$ cat config.mk
export PLATFORM = sky130hd
export DESIGN_NAME = rc5_16_block_cipher
export DESIGN_NICKNAME = d
export VERILOG_FILES = /design/src/rtl/core/rc5_pkg.sv /design/src/rtl/core/rc5_16_block_cipher.sv /design/src/rtl/core/rc5_cell.sv /design/src/rtl/core/rc5_edge.sv
export SDC_FILE = /design/constraint.sdc
export NUM_CORES = 2
export LEC_CHECK = 0
export ABC_AREA = 1
export BUFFER_PORTS_ARGS = -buffer_cell sky130_fd_sc_hd__buf_2
export CAP_MARGIN = 25
export CORE_UTILIZATION = 35
export CTS_BUF_LIST = sky130_fd_sc_hd__clkbuf_4
export DETAILED_ROUTE_END_ITERATION = 6
export PLACE_DENSITY_LB_ADDON = 0.08
export SLEW_MARGIN = 15
export SYNTH_ARGS = -nofsm -noshare
export SYNTH_HDL_FRONTEND = slang
export SYNTH_SLANG_ARGS = --single-unit
$ cat constraint.sdc
create_clock -name clk_i -period 8.1 [get_ports clk_i]
set_input_delay 1.62 -clock clk_i [delete_from_list [all_inputs] [get_ports clk_i]]
set_output_delay 1.62 -clock clk_i [all_outputs]
set_load 0.05 [all_outputs]
$ cat src/rtl/core/rc5_pkg.sv
package rc5_pkg;

  localparam int unsigned ROUND_COUNT = 8;
  localparam int unsigned KEY_WORDS   = 2 * ROUND_COUNT + 2;
  localparam int unsigned WORD_W      = 16;
  localparam int unsigned IDX_W       = 5;
  localparam int unsigned CNT_W       = $clog2(ROUND_COUNT + 1);

  typedef enum logic [1:0] {
    REQ_ENC = 2'd0,
    REQ_DEC = 2'd1,
    REQ_KEY = 2'd2
  } req_e;

  typedef struct packed {
    logic [WORD_W-1:0] b;
    logic [WORD_W-1:0] a;
  } blk_t;

  typedef struct packed {
    logic              we;
    logic              hi;
    logic [WORD_W-1:0] word;
  } key_wr_t;

  function automatic logic [WORD_W-1:0] rotl16(logic [WORD_W-1:0] v, logic [3:0] s);
    logic [2*WORD_W-1:0] t;
    t = {v, v} << s;
    return t[2*WORD_W-1:WORD_W];
  endfunction

  function automatic logic [WORD_W-1:0] rotr16(logic [WORD_W-1:0] v, logic [3:0] s);
    logic [2*WORD_W-1:0] t;
    t = {v, v} >> s;
    return t[WORD_W-1:0];
  endfunction

  // expanded subkeys loaded at reset, zero past the stock 18 words
  function automatic logic [WORD_W-1:0] init_key(int unsigned i);
    logic [WORD_W-1:0] k;
    case (i)
      0:       k = 16'hB7E1;
      1:       k = 16'h5618;
      2:       k = 16'hF44F;
      3:       k = 16'h9286;
      4:       k = 16'h30BD;
      5:       k = 16'hCEF4;
      6:       k = 16'h6D2B;
      7:       k = 16'h0B62;
      8:       k = 16'hA999;
      9:       k = 16'h47D0;
      10:      k = 16'hE607;
      11:      k = 16'h843E;
      12:      k = 16'h2275;
      13:      k = 16'hC0AC;
      14:      k = 16'h5EE3;
      15:      k = 16'hFD1A;
      16:      k = 16'h9B51;
      17:      k = 16'h3988;
      default: k = '0;
    endcase
    return k;
  endfunction

endpackage

$ cat src/rtl/core/rc5_16_block_cipher.sv
// channel   dir  signals                          content
// s_axis    in   tvalid tready tuser[1:0]       tuser req_type, tdata see port
//                tdata[55:0]
// m_axis    out  tvalid tready tdata[31:0]      out_a, out_b
//
// encrypt and decrypt carry the block from in_q through the round cells into out_q
// one round cell per round, the block moves one cell per cycle, left to right
// for encrypt and right to left for decrypt
// subkey writes take effect at the transfer; rst_ni reloads the stock subkeys
// a waiting result is held in the output register; a finished block stalls
// the chain until that register frees up, and no item is taken while one runs
module rc5_16_block_cipher
  import rc5_pkg::*;
(
  input  logic        clk_i,
  input  logic        rst_ni,
  input  logic        s_axis_tvalid,
  output logic        s_axis_tready,
  input  logic [1:0]  s_axis_tuser,  // req_type
  input  logic [55:0] s_axis_tdata,  // key_index[4:0], key_word, word_a, word_b, zero pad
  output logic        m_axis_tvalid,
  input  logic        m_axis_tready,
  output logic [31:0] m_axis_tdata   // out_a, out_b
);

  logic              in_fire;
  req_e              req;
  logic [IDX_W-1:0]  key_idx;
  logic [WORD_W-1:0] key_word;
  logic              key_ok;
  logic              start;

  logic              run_q, dec_q, out_vld_q;
  logic [CNT_W-1:0]  cnt_q;
  blk_t              in_q, out_q;
  logic              finish, en;

  blk_t              whitened, unwhitened;
  blk_t              cell_out [1:ROUND_COUNT];
  key_wr_t           edge_wr;

  assign s_axis_tready = !run_q;
  assign in_fire       = s_axis_tvalid && s_axis_tready;
  assign req           = req_e'(s_axis_tuser);
  assign key_idx       = s_axis_tdata[IDX_W-1:0];
  assign key_word      = s_axis_tdata[IDX_W +: WORD_W];
  assign key_ok        = in_fire && (req == REQ_KEY) && (32'(key_idx) < KEY_WORDS);

  always_comb begin
    case (req)
      REQ_ENC: start = in_fire;
      REQ_DEC: start = in_fire;
      default: start = 1'b0;
    endcase
  end

  assign finish = run_q && (cnt_q == CNT_W'(ROUND_COUNT));
  assign en     = !finish || !out_vld_q || m_axis_tready;

  assign edge_wr.we   = key_ok && (key_idx[IDX_W-1:1] == '0);
  assign edge_wr.hi   = key_idx[0];
  assign edge_wr.word = key_word;

  rc5_edge u_edge (
    .clk_i      (clk_i),
    .rst_ni     (rst_ni),
    .key_wr_i   (edge_wr),
    .whiten_i   (in_q),
    .unwhiten_i (cell_out[1]),
    .whiten_o   (whitened),
    .unwhiten_o (unwhitened)
  );

  for (genvar k = 1; k <= ROUND_COUNT; k++) begin : g_cell
    key_wr_t wr;
    blk_t    enc_in, dec_in;

    assign wr.we   = key_ok && (key_idx[IDX_W-1:1] == (IDX_W-1)'(k));
    assign wr.hi   = key_idx[0];
    assign wr.word = key_word;

    if (k == 1) begin : g_first
      assign enc_in = whitened;
    end else begin : g_mid
      assign enc_in = cell_out[k-1];
    end

    if (k == ROUND_COUNT) begin : g_last
      assign dec_in = in_q;
    end else begin : g_inner
      assign dec_in = cell_out[k+1];
    end

    rc5_cell u_cell (
      .clk_i     (clk_i),
      .rst_ni    (rst_ni),
      .en_i      (en),
      .dec_i     (dec_q),
      .key_wr_i  (wr),
      .init_a_i  (init_key(2 * k)),
      .init_b_i  (init_key(2 * k + 1)),
      .enc_i     (enc_in),
      .dec_blk_i (dec_in),
      .blk_o     (cell_out[k])
    );
  end

  always_ff @(posedge clk_i or negedge rst_ni) begin
    if (!rst_ni) begin
      run_q     <= 1'b0;
      dec_q     <= 1'b0;
      cnt_q     <= '0;
      out_vld_q <= 1'b0;
    end else begin
      if (finish && en) begin
        out_vld_q <= 1'b1;
      end else if (m_axis_tvalid && m_axis_tready) begin
        out_vld_q <= 1'b0;
      end
      if (start) begin
        run_q <= 1'b1;
        dec_q <= (req == REQ_DEC);
        cnt_q <= '0;
      end else if (run_q && en) begin
        if (finish) begin
          run_q <= 1'b0;
        end else begin
          cnt_q <= cnt_q + 1'b1;
        end
      end
    end
  end

  always_ff @(posedge clk_i) begin
    if (start) begin
      in_q.a <= s_axis_tdata[IDX_W+WORD_W +: WORD_W];
      in_q.b <= s_axis_tdata[IDX_W+2*WORD_W +: WORD_W];
    end
    if (finish && en) begin
      out_q <= dec_q ? unwhitened : cell_out[ROUND_COUNT];
    end
  end

  assign m_axis_tvalid = out_vld_q;
  assign m_axis_tdata  = {out_q.b, out_q.a};

endmodule

$ cat src/rtl/core/rc5_cell.sv
module rc5_cell
  import rc5_pkg::*;
(
  input  logic              clk_i,
  input  logic              rst_ni,
  input  logic              en_i,
  input  logic              dec_i,
  input  key_wr_t           key_wr_i,
  input  logic [WORD_W-1:0] init_a_i,
  input  logic [WORD_W-1:0] init_b_i,
  input  blk_t              enc_i,
  input  blk_t              dec_blk_i,
  output blk_t              blk_o
);

  logic [WORD_W-1:0] key_a_q, key_b_q;
  blk_t              blk_q, blk_d;
  blk_t              enc_r, dec_r;
  logic [WORD_W-1:0] dec_b_sub, dec_a_sub;

  always_comb begin
    enc_r.a   = rotl16(enc_i.a ^ enc_i.b, enc_i.b[3:0]) + key_a_q;
    enc_r.b   = rotl16(enc_i.b ^ enc_r.a, enc_r.a[3:0]) + key_b_q;
    dec_b_sub = dec_blk_i.b - key_b_q;
    dec_r.b   = rotr16(dec_b_sub, dec_blk_i.a[3:0]) ^ dec_blk_i.a;
    dec_a_sub = dec_blk_i.a - key_a_q;
    dec_r.a   = rotr16(dec_a_sub, dec_r.b[3:0]) ^ dec_r.b;
    blk_d     = dec_i ? dec_r : enc_r;
  end

  always_ff @(posedge clk_i or negedge rst_ni) begin
    if (!rst_ni) begin
      key_a_q <= init_a_i;
      key_b_q <= init_b_i;
    end else if (key_wr_i.we) begin
      if (key_wr_i.hi) begin
        key_b_q <= key_wr_i.word;
      end else begin
        key_a_q <= key_wr_i.word;
      end
    end
  end

  always_ff @(posedge clk_i) begin
    if (en_i) begin
      blk_q <= blk_d;
    end
  end

  assign blk_o = blk_q;

endmodule

$ cat src/rtl/core/rc5_edge.sv
module rc5_edge
  import rc5_pkg::*;
(
  input  logic    clk_i,
  input  logic    rst_ni,
  input  key_wr_t key_wr_i,
  input  blk_t    whiten_i,
  input  blk_t    unwhiten_i,
  output blk_t    whiten_o,
  output blk_t    unwhiten_o
);

  logic [WORD_W-1:0] key_a_q, key_b_q;

  always_ff @(posedge clk_i or negedge rst_ni) begin
    if (!rst_ni) begin
      key_a_q <= init_key(0);
      key_b_q <= init_key(1);
    end else if (key_wr_i.we) begin
      if (key_wr_i.hi) begin
        key_b_q <= key_wr_i.word;
      end else begin
        key_a_q <= key_wr_i.word;
      end
    end
  end

  always_comb begin
    whiten_o.a   = whiten_i.a + key_a_q;
    whiten_o.b   = whiten_i.b + key_b_q;
    unwhiten_o.a = unwhiten_i.a - key_a_q;
    unwhiten_o.b = unwhiten_i.b - key_b_q;
  end

endmodule

==> impl_metrics.tcl <==
set metrics [dict create \
    grt-busiest-layer "met2" \
    grt_pass1_wl_um 492500 \
    synth_flop_cell "edfxtp_1" \
    period_share_pct 95.06 \
    grt_max_degree 162 \
    drt-pass1-iter-count 7 \
    via_per_inst 5.324 \
    cpMaxStageDelayCell "edfxtp_1" \
    drive_gt1_share_pct 11.67 \
    die_area_um2 225900 \
    fin_crit_ns 7.700 \
    htree_levels 4 \
    grt.met3_usage_pct 3.222 \
    async_flop_share_pct 47.97 \
    gr-usage-all-layers_pct 29.27 \
    cp-end-kind "flop" \
    critPathKind "flop to flop" \
    r2r_setup_slack_ns 0.40 \
    synth_top_cell_by_area "nand2_1" \
    final_cell_mix "nand2_1 (3675), nand3_1 (1640), o21ai_0 (1177)" \
    layout_commonest_cell "nand2_1" \
    synth_area_per_cell_um2 6.402 \
    dp_hpwl_um 269600 \
    synth_cell_type_count 55 \
    die_w_um 475.3 \
    io_buffers 92 \
    place.gp.congestion 0.9673 \
    num_rows 173 \
    slew_headroom_pct 29.09 \
    cts_hold_buf 0 \
    ff_latch_area_um2 17170 \
    grt_util_met1_pct 39.65 \
    cts.clk_slew.worst_paths_ns 0.06 \
    cts_tree "done" \
    io_pins 96 \
    max_freq_mhz 129.9 \
    drv_cap 0 \
    seq_area_frac_synth_pct 21.89 \
    use_met2_pct 47.80 \
    synth_edf_count 320 \
    antenna_found_initial 24 \
    cp_data_required_time_ns 9.06 \
    rr_endpoint "g_cell[1].u_cell.blk_o[30]" \
    fill_cells 24380 \
    clock_latency_ns 1.30 \
    multi_input_area_um2 55330 \
    setup_viol 0 \
    drt_wl_total_um 340300 \
    cts-buffers-inserted 190 \
    die_h_um 475.3 \
    vias 83830 \
    yosys-top-cells-area "nand2_1 (18%), edfxtp_1 (12%), nand3_1 (11%)" \
    violations "DRC" \
    start_util_pct 35.24 \
    core_area_um2 222500 \
    syn-cell-area_um2 78420 \
    antenna_left 0 \
    syn_to_final_growth_pct 12.17 \
    rr_worst_depth 50 \
    grt_overflow 0 \
    syn_nets 12900 \
    arrival_ns 8.66 \
    status "finished, violations left" \
    hold_path_class "primary input to asynchronous set/reset pin" \
    cp_top_family "simple AND/OR/NAND/NOR gates" \
    drc 7 \
    slew_viol_final 0 \
    hold_violations 0 \
    fin_nets 13220 \
    start_kind "flop" \
    synthCells 12250 \
    max_stage_delay_ns 0.49 \
    drt_iter0_drc 8144 \
    crit_path_max_fanout 3 \
    tightest_slew_ns 1.064 \
    path_buf_inv 2 \
    r2r_start "g_cell[8].dec_in[0]" \
    yosysTopAreaCellShare_pct 17.72 \
    yosys_warnings 0 \
    synth-seq-cells 615 \
    cts-root-buf "clkbuf_4" \
    grt_pass1_vias 76310 \
    cts_max_path_buffers 3 \
    post-route-util_pct 39.53 \
    cts.sinks 615 \
    fin_skew_ns 0.1416 \
    avgRoutedWirePerCell_um 21.61 \
    crit_path_frequent_cell "nand3_2" \
]
cell usage after synthesis, drive strengths merged, types with 36 or more instances:
| library cell | number |
|---|---|
| inv | 1191 |
| dfrtp | 153 |
| ha | 551 |
| nand3b | 40 |
| o211ai | 36 |
| a21o | 84 |
| o21ai | 1438 |
| buf | 189 |
| a31oi | 62 |
| xnor2 | 254 |
| clkbuf | 287 |
| edfxtp | 320 |
| nor2 | 368 |
| nor3 | 68 |
| or2 | 122 |
| fa | 36 |
| xor2 | 429 |
| clkinv | 46 |
| mux2i | 137 |
| o21bai | 87 |
| nand3 | 1677 |
| a21oi | 636 |
| nand2 | 3739 |
| dfstp | 142 |
area by class of cell:
class                           count  share of cell area, %
Multi-Input combinational cell   9921                  62.90
Clock buffer                      286                  2.441
Inverter                         1237                  5.355
Clock inverter                     70                 0.4154
Sequential cell                   615                  19.52
Tap cell                         2975                  4.232
Timing Repair Buffer              601                  5.014
Antenna cell                       37                 0.1053
Timing Repair inverter              2                0.01138
through the flow:
stage | cells | hold slack (ns) | area, um^2 | setup slack [ns] | setup TNS, ns
after CTS | 15580 | 0.1543 | 85980 | 0.01182 | 0
after detailed placement | 15220 | 0.4986 | 83420 | -0.3055 | -0.3082
after global routing | 15720 | 0.1951 | 87900 | -0.07428 | -0.08084
final | 15740 | 0.3072 | 87960 | 0.4000 | 0
after global placement | 15220 | 0.4898 | 83370 | -0.2014 | -0.2107
after floorplan | 12250 | 0.4782 | 78420 | 0.6530 | 0
layer usage:
metal / wire length, um / vias to the layer above
met5: 25 / -
met4: 12200 / 4
met3: 20080 / 442
met2: 155000 / 2722
met1: 152900 / 38960
li1: - / 41700
flip-flops by register name, summed over array words and instances (netlist names):
| signal | flops |
|---|---|
| g_cell.u_cell.blk_o | 256 |
| g_cell.u_cell.key_a_q | 128 |
| g_cell.u_cell.key_b_q | 128 |
| g_cell.dec_in | 32 |
| m_axis_tdata | 32 |
| u_edge.key_a_q | 16 |
| u_edge.key_b_q | 16 |
| cnt_q | 4 |
| dec_q | 1 |
| m_axis_tvalid | 1 |
| run_q | 1 |
how the worst max path moves through the flow:
stage	slack, ns	cells after the start	endpoint	start
after floorplan	0.65	52	g_cell[1].u_cell.blk_o[30]	g_cell[8].dec_in[16]
after global placement	-0.20	52	g_cell[1].u_cell.blk_o[30]	g_cell[8].dec_in[16]
after detailed placement	-0.31	53	g_cell[1].u_cell.blk_o[30]	g_cell[8].dec_in[16]
after CTS	0.01	52	g_cell[1].u_cell.blk_o[30]	g_cell[8].dec_in[0]
after global routing	-0.07	48	g_cell[1].u_cell.blk_o[30]	u_edge.key_b_q[0]
final	0.40	50	g_cell[1].u_cell.blk_o[30]	g_cell[8].dec_in[0]
timing repair:
| item | CTS | global route |
|---|---|---|
| setup buffers | 1 | 120 |
| gates resized for setup | 12 | 253 |
| cloned | 0 | 2 |
| pin swaps | 1 | 77 |
| setup endpoints to repair | 3 | 36 |
cell families after synthesis:
family	after synthesis	share of synthesized area, %
buffers and inverters	1713	8.723
adder cells (fa/ha/maj)	587	9.711
XOR/XNOR	683	7.830
AND/OR/NAND/NOR	6058	32.81
AO/OA/AOI/OAI	2456	17.28
flip-flops	615	21.89
multiplexers	137	1.749
worst register-to-register path, delay by kind of cell (launching register included):
family	cells	cell delay, ns
buffers and inverters	2	0.11
AO/OA/AOI/OAI	18	2.33
multiplexers	1	0.23
AND/OR/NAND/NOR	22	2.36
flip-flops	1	0.49
adder cells (fa/ha/maj)	5	1.60
XOR/XNOR	2	0.32
Power is not shown: default switching activity piles up to over one toggle a cycle in this logic, so the estimate is an artifact.
